<file path="src/rtl/r2h_pkg.sv">
// Shared constants and types for the RGB to HSV pixel converter.
package r2h_pkg;

   // Hue is unsigned Q9.6 degrees: 64 codes per degree, 23040 codes per circle.
   localparam int HUE_BITS = 15;
   localparam int HUE_Q_BITS = 12;

   localparam logic [HUE_Q_BITS-1:0] HUE_SIXTH = 12'd3840;
   localparam logic [HUE_BITS-1:0] HUE_THIRD = 15'd7680;
   localparam logic [HUE_BITS-1:0] HUE_TWO_THIRDS = 15'd15360;
   localparam logic [HUE_BITS-1:0] HUE_FULL = 15'd23040;

   // Which channel holds the maximum, after tie breaking.
   typedef enum logic [1:0] {
      SECT_RED,
      SECT_GREEN,
      SECT_BLUE
   } sector_type;

endpackage

</file>
<file path="src/rtl/rgb_to_hsv_pixel_convert_core.sv">
// Pipelined RGB to HSV pixel converter with a two-entry output buffer.
// DIV_BITS = max(CHANNEL_BITS, 12), with one quotient bit per divider stage.
// Throughput: one beat per cycle unless the output buffer is full (req_stall high);
// both long dividers are unrolled into stages.
// Reset clears all valid bits and the output buffer; payload registers are not reset.
// req_stall is a registered flag: it rises only when the output buffer holds two beats.
module rgb_to_hsv_pixel_convert_core #(
   parameter int CHANNEL_BITS = 8
) (
   input  logic                    clock,
   input  logic                    reset,
   input  logic                    req_valid,
   output logic                    req_stall,
   input  logic [CHANNEL_BITS-1:0] req_red,
   input  logic [CHANNEL_BITS-1:0] req_green,
   input  logic [CHANNEL_BITS-1:0] req_blue,
   output logic                    rsp_valid,
   input  logic                    rsp_stall,
   output logic [14:0]             rsp_hue,
   output logic [CHANNEL_BITS-1:0] rsp_saturation,
   output logic [CHANNEL_BITS-1:0] rsp_brightness
);
   import r2h_pkg::*;

   localparam int CB = CHANNEL_BITS;
   localparam int DIV_BITS = (CB > HUE_Q_BITS) ? CB : HUE_Q_BITS;
   localparam int RW = CB + DIV_BITS;

   // One record per divider stage.
   typedef struct packed {
      logic [RW-1:0]       rem_sat;
      logic [RW-1:0]       rem_hue;
      logic [DIV_BITS-1:0] q_sat;
      logic [DIV_BITS-1:0] q_hue;
      logic [CB-1:0]       mx;
      logic [CB-1:0]       diff;
      sector_type          sector;
      logic                neg;
   } div_rec_type;

   // The whole pipeline moves unless the output buffer is full.
   logic adv;

   // Input stage.
   logic          in_vld_ff, in_vld_in;
   logic [CB-1:0] in_r_ff, in_g_ff, in_b_ff;

   // Extremes stage.
   logic          pre_vld_ff, pre_vld_in;
   logic [CB-1:0] pre_mx_ff, pre_mx_in;
   logic [CB-1:0] pre_diff_ff, pre_diff_in;
   logic [CB-1:0] pre_num_ff, pre_num_in;
   sector_type    pre_sector_ff, pre_sector_in;
   logic          pre_neg_ff, pre_neg_in;

   // Divider stages; entry 0 holds the products.
   logic [DIV_BITS:0] dv_vld_ff, dv_vld_in;
   div_rec_type       dv_ff [DIV_BITS+1];
   div_rec_type       dv_in [DIV_BITS+1];
   logic [RW-1:0]     sat_sh [DIV_BITS];
   logic [RW-1:0]     hue_sh [DIV_BITS];
   logic              sat_bit [DIV_BITS];
   logic              hue_bit [DIV_BITS];
   logic [2*CB-1:0]   sat_prod;
   logic [CB+HUE_Q_BITS-1:0] hue_prod;

   // Final result and output buffer.
   logic [HUE_BITS-1:0] fin_hue, hue_q;
   logic [CB-1:0]       fin_sat;
   logic                arrive, take;
   logic                out_vld_ff, out_vld_in;
   logic                skid_full_ff, skid_full_in;
   logic [HUE_BITS-1:0] out_hue_ff, out_hue_in, skid_hue_ff;
   logic [CB-1:0]       out_sat_ff, out_sat_in, skid_sat_ff;
   logic [CB-1:0]       out_bri_ff, out_bri_in, skid_bri_ff;

   assign adv = !skid_full_ff;
   assign req_stall = skid_full_ff;

   // Input capture.
   assign in_vld_in = adv ? req_valid : in_vld_ff;

   always_ff @(posedge clock) begin
      if (adv) begin
         in_r_ff <= req_red;
         in_g_ff <= req_green;
         in_b_ff <= req_blue;
      end
   end

   // Largest and smallest channel, hue sector and the signed hue numerator.
   always_comb begin
      logic [CB-1:0] mn;
      logic [CB-1:0] a;
      logic [CB-1:0] b;
      pre_vld_in = adv ? in_vld_ff : pre_vld_ff;
      if (in_r_ff >= in_g_ff && in_r_ff >= in_b_ff) begin
         pre_mx_in = in_r_ff;
         pre_sector_in = SECT_RED;
         a = in_g_ff;
         b = in_b_ff;
      end else if (in_g_ff >= in_b_ff) begin
         pre_mx_in = in_g_ff;
         pre_sector_in = SECT_GREEN;
         a = in_b_ff;
         b = in_r_ff;
      end else begin
         pre_mx_in = in_b_ff;
         pre_sector_in = SECT_BLUE;
         a = in_r_ff;
         b = in_g_ff;
      end
      mn = (in_r_ff < in_g_ff) ? in_r_ff : in_g_ff;
      mn = (in_b_ff < mn) ? in_b_ff : mn;
      pre_diff_in = pre_mx_in - mn;
      pre_neg_in = a < b;
      pre_num_in = pre_neg_in ? (b - a) : (a - b);
   end

   always_ff @(posedge clock) begin
      if (adv) begin
         pre_mx_ff <= pre_mx_in;
         pre_diff_ff <= pre_diff_in;
         pre_num_ff <= pre_num_in;
         pre_sector_ff <= pre_sector_in;
         pre_neg_ff <= pre_neg_in;
      end
   end

   // Dividends: full scale times the spread, and one sixth circle times the numerator.
   assign sat_prod = {CB{1'b1}} * pre_diff_ff;
   assign hue_prod = HUE_SIXTH * pre_num_ff;

   // Restoring division, one quotient bit per stage, most significant bit first.
   // The dividends stay below divisor times 2^DIV_BITS, so no wider quotient exists.
   always_comb begin
      dv_vld_in[0] = adv ? pre_vld_ff : dv_vld_ff[0];
      dv_in[0].rem_sat = RW'(sat_prod);
      dv_in[0].rem_hue = RW'(hue_prod);
      dv_in[0].q_sat = '0;
      dv_in[0].q_hue = '0;
      dv_in[0].mx = pre_mx_ff;
      dv_in[0].diff = pre_diff_ff;
      dv_in[0].sector = pre_sector_ff;
      dv_in[0].neg = pre_neg_ff;
      for (int j = 0; j < DIV_BITS; j++) begin
         sat_sh[j] = RW'(dv_ff[j].mx) << (DIV_BITS - 1 - j);
         hue_sh[j] = RW'(dv_ff[j].diff) << (DIV_BITS - 1 - j);
         sat_bit[j] = dv_ff[j].rem_sat >= sat_sh[j];
         hue_bit[j] = dv_ff[j].rem_hue >= hue_sh[j];
         dv_vld_in[j+1] = adv ? dv_vld_ff[j] : dv_vld_ff[j+1];
         dv_in[j+1] = dv_ff[j];
         dv_in[j+1].rem_sat = sat_bit[j] ? (dv_ff[j].rem_sat - sat_sh[j])
                                         : dv_ff[j].rem_sat;
         dv_in[j+1].rem_hue = hue_bit[j] ? (dv_ff[j].rem_hue - hue_sh[j])
                                         : dv_ff[j].rem_hue;
         dv_in[j+1].q_sat = {dv_ff[j].q_sat[DIV_BITS-2:0], sat_bit[j]};
         dv_in[j+1].q_hue = {dv_ff[j].q_hue[DIV_BITS-2:0], hue_bit[j]};
      end
   end

   always_ff @(posedge clock) begin
      if (adv) begin
         for (int j = 0; j <= DIV_BITS; j++) begin
            dv_ff[j] <= dv_in[j];
         end
      end
   end

   // Hue from sector offset and signed quotient; grey and black pixels give zero.
   always_comb begin
      hue_q = HUE_BITS'(dv_ff[DIV_BITS].q_hue);
      case (dv_ff[DIV_BITS].sector)
         SECT_RED: begin
            fin_hue = (dv_ff[DIV_BITS].neg && hue_q != '0) ? (HUE_FULL - hue_q) : hue_q;
         end
         SECT_GREEN: begin
            fin_hue = dv_ff[DIV_BITS].neg ? (HUE_THIRD - hue_q) : (HUE_THIRD + hue_q);
         end
         SECT_BLUE: begin
            fin_hue = dv_ff[DIV_BITS].neg ? (HUE_TWO_THIRDS - hue_q)
                                          : (HUE_TWO_THIRDS + hue_q);
         end
         default: begin
            fin_hue = '0;
         end
      endcase
      if (dv_ff[DIV_BITS].diff == '0) begin
         fin_hue = '0;
      end
      fin_sat = (dv_ff[DIV_BITS].mx == '0) ? '0 : CB'(dv_ff[DIV_BITS].q_sat);
   end

   // Output register with one skid entry behind it.
   assign arrive = dv_vld_ff[DIV_BITS] && adv;
   assign take = out_vld_ff && !rsp_stall;

   always_comb begin
      out_vld_in = out_vld_ff;
      skid_full_in = skid_full_ff;
      out_hue_in = out_hue_ff;
      out_sat_in = out_sat_ff;
      out_bri_in = out_bri_ff;
      if (skid_full_ff) begin
         if (take) begin
            skid_full_in = 1'b0;
            out_hue_in = skid_hue_ff;
            out_sat_in = skid_sat_ff;
            out_bri_in = skid_bri_ff;
         end
      end else if (arrive) begin
         if (!out_vld_ff || take) begin
            out_vld_in = 1'b1;
            out_hue_in = fin_hue;
            out_sat_in = fin_sat;
            out_bri_in = dv_ff[DIV_BITS].mx;
         end else begin
            skid_full_in = 1'b1;
         end
      end else if (take) begin
         out_vld_in = 1'b0;
      end
   end

   always_ff @(posedge clock) begin
      out_hue_ff <= out_hue_in;
      out_sat_ff <= out_sat_in;
      out_bri_ff <= out_bri_in;
      if (arrive && !skid_full_ff) begin
         skid_hue_ff <= fin_hue;
         skid_sat_ff <= fin_sat;
         skid_bri_ff <= dv_ff[DIV_BITS].mx;
      end
   end

   // Control state: valid bits and buffer occupancy.
   always_ff @(posedge clock) begin
      if (reset) begin
         in_vld_ff <= 1'b0;
         pre_vld_ff <= 1'b0;
         dv_vld_ff <= '0;
         out_vld_ff <= 1'b0;
         skid_full_ff <= 1'b0;
      end else begin
         in_vld_ff <= in_vld_in;
         pre_vld_ff <= pre_vld_in;
         dv_vld_ff <= dv_vld_in;
         out_vld_ff <= out_vld_in;
         skid_full_ff <= skid_full_in;
      end
   end

   assign rsp_valid = out_vld_ff;
   assign rsp_hue = out_hue_ff;
   assign rsp_saturation = out_sat_ff;
   assign rsp_brightness = out_bri_ff;

`ifndef SYNTHESIS
   // The skid entry is only ever used behind a held output beat.
   a_skid_behind_out: assert property (@(posedge clock) disable iff (reset)
      skid_full_ff |-> out_vld_ff)
      else $error("skid entry full while output register is empty");

   // The skid entry fills only when the output beat was held back.
   a_skid_fill_on_stall: assert property (@(posedge clock) disable iff (reset)
      $rose(skid_full_ff) |-> $past(rsp_stall))
      else $error("skid entry filled without a stalled output");

   // Hue stays inside one full circle.
   a_hue_range: assert property (@(posedge clock) disable iff (reset)
      rsp_valid |-> rsp_hue < HUE_FULL)
      else $error("hue out of range");

   // A black pixel has neither saturation nor hue.
   a_black_pixel: assert property (@(posedge clock) disable iff (reset)
      (rsp_valid && rsp_brightness == '0) |-> (rsp_saturation == '0 && rsp_hue == '0))
      else $error("black pixel with nonzero saturation or hue");
`endif

endmodule

</file>
<file path="config.mk">
export PLATFORM = sky130hd
export DESIGN_NAME = rgb_to_hsv_pixel_convert_core
export DESIGN_NICKNAME = d
export VERILOG_FILES = /design/src/rtl/r2h_pkg.sv /design/src/rtl/rgb_to_hsv_pixel_convert_core.sv
export SDC_FILE = /design/constraint.sdc
export NUM_CORES = 2
export LEC_CHECK = 0
export ABC_AREA = 1
export BUFFER_PORTS_ARGS = -buffer_cell sky130_fd_sc_hd__buf_4
export CAP_MARGIN = 15
export CORE_ASPECT_RATIO = 1.2
export CORE_MARGIN = 1
export CORE_UTILIZATION = 30
export CTS_CLUSTER_SIZE = 20
export DETAILED_ROUTE_END_ITERATION = 8
export SLEW_MARGIN = 10
export SYNTH_ARGS = -nofsm -noshare
export SYNTH_HDL_FRONTEND = slang
export SYNTH_SLANG_ARGS = --single-unit
</file>
<file path="constraint.sdc">
create_clock -name clock -period 44 [get_ports clock]
set_input_delay 2.2 -clock clock [delete_from_list [all_inputs] [get_ports clock]]
set_output_delay 2.2 -clock clock [all_outputs]
set_load 0.05 [all_outputs]
</file>
# After elaboration in Yosys (flattened, before gate mapping)
# Memory sizes are Yosys's and may differ from the RTL's.
# Index checks and enable logic that the tools add are counted.
# W data, S select, Z words.
[classes]
n_addsub = 32
n_mul = 2
magnitude_cmp = 30
eq_ne = 4
mux = 60
bitwise = 1
n_reduce_logical = 18
[op_table]
columns = ["op", "n"]
rows = [
  ["$mux W20", 24],
  ["$mux W8", 18],
  ["$mux W15", 8],
  ["$pmux W15 S3", 1],
  ["$ge A20 B10 Y1", 2],
  ["$ge A20 B11 Y1", 2],
  ["$ge A20 B12 Y1", 2],
  ["$ge A20 B13 Y1", 2],
  ["$ge A20 B14 Y1", 2],
  ["$ge A20 B15 Y1", 2],
  ["$ge A20 B16 Y1", 2],
  ["$ge A20 B17 Y1", 2],
  ["$ge A20 B18 Y1", 2],
  ["$ge A20 B19 Y1", 2],
  ["$ge A20 B8 Y1", 2],
  ["$ge A20 B9 Y1", 2],
  ["$sub A20 B10 Y20", 2],
  ["$sub A20 B11 Y20", 2],
  ["$sub A20 B12 Y20", 2],
  ["$sub A20 B13 Y20", 2],
  ["$sub A20 B14 Y20", 2],
  ["$sub A20 B15 Y20", 2],
  ["$sub A20 B16 Y20", 2],
  ["$sub A20 B17 Y20", 2],
  ["other kinds (29)", 56],
]
[totals]
reg_bits = 130
ram_bits = 1079
inputBits = 28
memories = 1
[memory_table]
columns = ["memory", "words", "width", "read_ports", "rd_clocked_by_memory_dff", "write_ports", "line", "text"]
rows = [
  ["dv_ff", 13, 83, 13, 0, 13, "rgb_to_hsv_pixel_convert_core.sv:58", "div_rec_type dv_ff [DIV_BITS+1];"],
]

# Longest topological paths before layout
# An unclocked memory read counts as a cell.
[depth]
word_depth = 9
ltp_mapped = 34
depth_no_buf = 32

# Least setup slack after synthesis
# No wires, ideal clock.
[synth_path]
kind = "flip-flop to flip-flop"
startpoint = "reg skid_full_ff (netlist: req_stall)"
endpoint = "mem dv_ff[0][0] (netlist name), enable pin"
t_arrival_ns = 22.764
slack_ns = 19.746
path_stages_with_launch = 4
n_path_buf = 2
period_less_slack_ns = 24.254
cell_sequence = "dfxtp_1 clkbuf_1 clkinv_1 clkbuf_1"
[synth_lines]
columns = ["element", "line", "text"]
rows = [
  ["start, declared", "rgb_to_hsv_pixel_convert_core.sv:72", "logic skid_full_ff, skid_full_in;"],
  ["start signal, assigned", "rgb_to_hsv_pixel_convert_core.sv:249", "skid_full_ff <= skid_full_in;"],
  ["end, declared", "rgb_to_hsv_pixel_convert_core.sv:58", ""],
]

# Worst setup path in the final report
[layout_path]
startpoint = "reg in_b_ff[1]"
endpoint = "reg pre_num_ff[7], data pin"
[layout_via]
elab_chain_cells = 5
[layout_rtl]
columns = ["element", "line", "text"]
rows = [
  ["start, declared", "rgb_to_hsv_pixel_convert_core.sv:46", "logic [CB-1:0] in_r_ff, in_g_ff, in_b_ff;"],
  ["start signal, assigned", "rgb_to_hsv_pixel_convert_core.sv:87", "in_b_ff <= req_blue;"],
  ["$ge A8 B8 Y1 (on tied branches)", "rgb_to_hsv_pixel_convert_core.sv:102, rgb_to_hsv_pixel_convert_core.sv:97", ""],
  ["$mux W8 or $logic_and A1 B1 Y1 (tied branches)", "rgb_to_hsv_pixel_convert_core.sv:102, rgb_to_hsv_pixel_convert_core.sv:97", ""],
  ["$mux W8", "rgb_to_hsv_pixel_convert_core.sv:97", "if (in_r_ff >= in_g_ff && in_r_ff >= in_b_ff) begin"],
  ["$sub A8 B8 Y8 or $lt A8 B8 Y1 (tied branches)", "rgb_to_hsv_pixel_convert_core.sv:117, rgb_to_hsv_pixel_convert_core.sv:116", ""],
  ["$mux W8 *", "rgb_to_hsv_pixel_convert_core.sv:117", "pre_num_in = pre_neg_in ? (b - a) : (a - b);"],
  ["via pre_num_in[7]", "rgb_to_hsv_pixel_convert_core.sv:52", "logic [CB-1:0] pre_num_ff, pre_num_in;"],
  ["end signal, assigned", "rgb_to_hsv_pixel_convert_core.sv:124", "pre_num_ff <= pre_num_in;"],
  ["end, declared", "rgb_to_hsv_pixel_convert_core.sv:52", ""],
]
# The timed path passes the listed nets; every way through them passes the cells marked *.
# A chain may end at the register's enable or synchronous reset.

==> reports/results.tsv <==
metric	value	unit
status	finished, final reports clean	
skew	0.0396	ns
cts_buffer_depth	3	
setup_viol	0	
rows	156	
setup_tns	0	ns
tightestPinTransition	1.08	ns
cts-hold-fix-buffers	0	
ant_nets	0	
seq_area	26500	um2
synth-seq-cells	887	
clk_latency	0.68	ns
drive_gt1_share	6.29	%
cts.root.buffer_cell	clkbuf_16	
ios	61	
totalWireLength	77600	um
diodes	0	
fmax	192	MHz
fin_crit_sh	11.8	%
path_class	flip-flop to flip-flop	
synthFlopType	edfxtp_1	
routabilityCongestion	0.857	
cts_tree	yes	
multiInputGateArea	16500	um2
finalNetCount	4654	
vias_per_cell	4.43	
layout_commonest_cell	edfxtp_1	
grt_use_total	10.1	%
io_buffer_count	60	
hold_class	flip-flop to flip-flop	
drv_slew	0	
rsz0062_at_grt	false	
critPathArrivalTime	5.60	ns
crit_fanout	26	
end_kind	flip-flop	
die_x	358	um
relSlewSlack	28.1	%
cts_buffers	93	
maxCapViolCount	0	
synth_area	45500	um2
start_kind	flip-flop	
postCtsSetupBuffers	0	
path_clk_slew	0.06	ns
first_pass_iters	5	
period_minus_slack	5.20	ns
grt_pass1_wl	129000	um
vias	28000	
drc	0	
synth_edf_count	870	
ys_types	69	
initial_core_util	30.2	%
grt_start_max_net_pins	175	
fill_cells	14900	
final_cell_mix	870 x edfxtp_1, 698 x nand2_1, 603 x inv_1, 332 x nor2_1, 303 x ha_1	
post-dp-hpwl	56900	um
syn_area_per_cell	11.0	um2
wl_per_cell	12.3	um
yosysSeqAreaShare	58.1	%
die_h	429	um
syn2layout_area_growth	12.5	%
crit_required	44.40	ns
async_flop_share	0	%
grt-ovfl-total	0	
die_area	153000	um2
first_global_vias	28400	
cts_resized	0	
hold_viol_final	0	
cts.sinks	887	
synthCells	4142	
htree_levels	3	
design.core.area	151000	um2
antenna_found_initial	0	
initialDrtViolationCount	1373	
synth_nets	4535	
yosys_warnings	0	
-- sequential cells by signal (all words and copies together), names as in the netlist, 2 cells and up --
signal	flops
skid_sat_ff	8
skid_hue_ff	15
pre_sector_ff	2
in_r_ff	8
skid_bri_ff	8
in_b_ff	8
dv_ff	757
pre_num_ff	8
pre_diff_ff	8
rsp_hue	15
in_g_ff	8
dv_vld_ff	13
rsp_brightness	8
pre_mx_ff	8
rsp_saturation	8
-- worst max-delay path, stage by stage (launching register included) --
cell	delay, ns
edfxtp_1	0.48
inv_1	0.13
ha_1	0.31
inv_1	0.06
nor2_1	0.03
o21ai_0	0.13
nand2_1	0.06
nand2_1	0.06
o2111ai_1	0.15
nand2_2	0.45
inv_2	0.06
nor2_2	0.52
inv_2	0.28
o221ai_1	0.39
inv_1	0.14
fa_1	0.47
nor2_1	0.12
nor3_1	0.06
o21ai_1	0.20
a21oi_1	0.13
o21bai_4	0.26
mux2i_1	0.28
inv_1	0.07
nand2_1	0.06
nand2_1	0.04
-- worst paths after layout --
check | startpoint | slack [ns] | cells after the start | end
setup reg to reg | in_b_ff[1] | 38.80 | 24 | pre_num_ff[7]
hold reg to reg | dv_ff[3][1] | 0.41 | 0 | dv_ff[3][84]
setup / recovery | in_b_ff[1] | 38.80 | 24 | pre_num_ff[7]
hold / removal | dv_ff[3][1] | 0.41 | 0 | dv_ff[3][84]
-- cells by family after synthesis --
logic type / count (synthesis) / synth area share (%)
buffers and inverters: 662 / 5.52
AO/OA/AOI/OAI: 643 / 8.06
flip-flops: 887 / 58.1
XOR/XNOR: 250 / 4.81
adder cells (fa/ha/maj): 365 / 11.1
AND/OR/NAND/NOR: 1332 / 12.4
multiplexers: 3 / 0.0687
-- stage by stage --
step / worst slack [ns] / hold WS [ns] / utilization (%) / cell area, um2 / instances
after floorplan: 19.75 / 0.400 / - / 45500 / 4142
after global placement: 38.74 / 0.401 / 32.1 / 48400 / 6141
after detailed placement: 38.76 / 0.405 / 32.1 / 48400 / 6141
after CTS: 38.75 / 0.402 / 34.0 / 51200 / 6312
after global routing: 38.29 / 0.411 / 34.0 / 51200 / 6312
final: 38.80 / 0.408 / 34.0 / 51200 / 6312
-- cells in the mapped netlist (4+ instances only) --
cell type / n / area, um2
nor4_1: 39 / 244
o22ai_1: 9 / 56.3
nor3_1: 48 / 240
a31oi_1: 11 / 68.8
a221oi_1: 4 / 35.0
buf_2: 18 / 90.1
o21ai_0: 263 / 1320
nand3_1: 104 / 521
nand2_1: 698 / 2620
o21a_1: 6 / 45.0
o221ai_1: 19 / 166
xnor2_1: 92 / 806
nor2_2: 15 / 93.8
o31ai_1: 7 / 52.6
o21ai_1: 10 / 50.1
ha_1: 303 / 3790
inv_2: 8 / 30.0
nor2_1: 333 / 1250
o2111ai_1: 10 / 87.6
edfxtp_1: 870 / 26100
nand2_2: 8 / 50.1
dfxtp_1: 17 / 340
or2_2: 17 / 106
inv_1: 603 / 2260
a21o_1: 11 / 82.6
clkbuf_1: 26 / 97.6
nand3b_1: 13 / 97.6
or2_1: 4 / 25.0
o21bai_1: 8 / 60.1
o21ai_2: 6 / 52.6
a211oi_1: 9 / 67.6
a21oi_1: 230 / 1150
nand4_1: 36 / 225
o211ai_1: 12 / 90.1
fa_1: 62 / 1240
xor2_1: 158 / 1380
-- metal layers --
metal | vias to the layer above | global-route usage (%) | wire (um)
li1 | 14500 | - | -
met1 | 12900 | 10.0 | 29800
met2 | 356 | 19.9 | 42500
met3 | 198 | 1.73 | 2290
met4 | 0 | 4.61 | 2950
met5 | - | 0 | 0
-- cell type report --
| type | instances | share of cell area [%] |
|---|---|---|
| clock buffers | 118 | 4.77 |
| clock inverters | 53 | 0.801 |
| inverters | 614 | 4.52 |
| multi-input cells | 2593 | 32.3 |
| flip-flops and latches | 887 | 51.7 |
| well taps | 1975 | 4.83 |
| repair buffers | 72 | 1.08 |
Power is not shown: default switching activity piles up to over one toggle a cycle in this logic, so the estimate is an artifact.
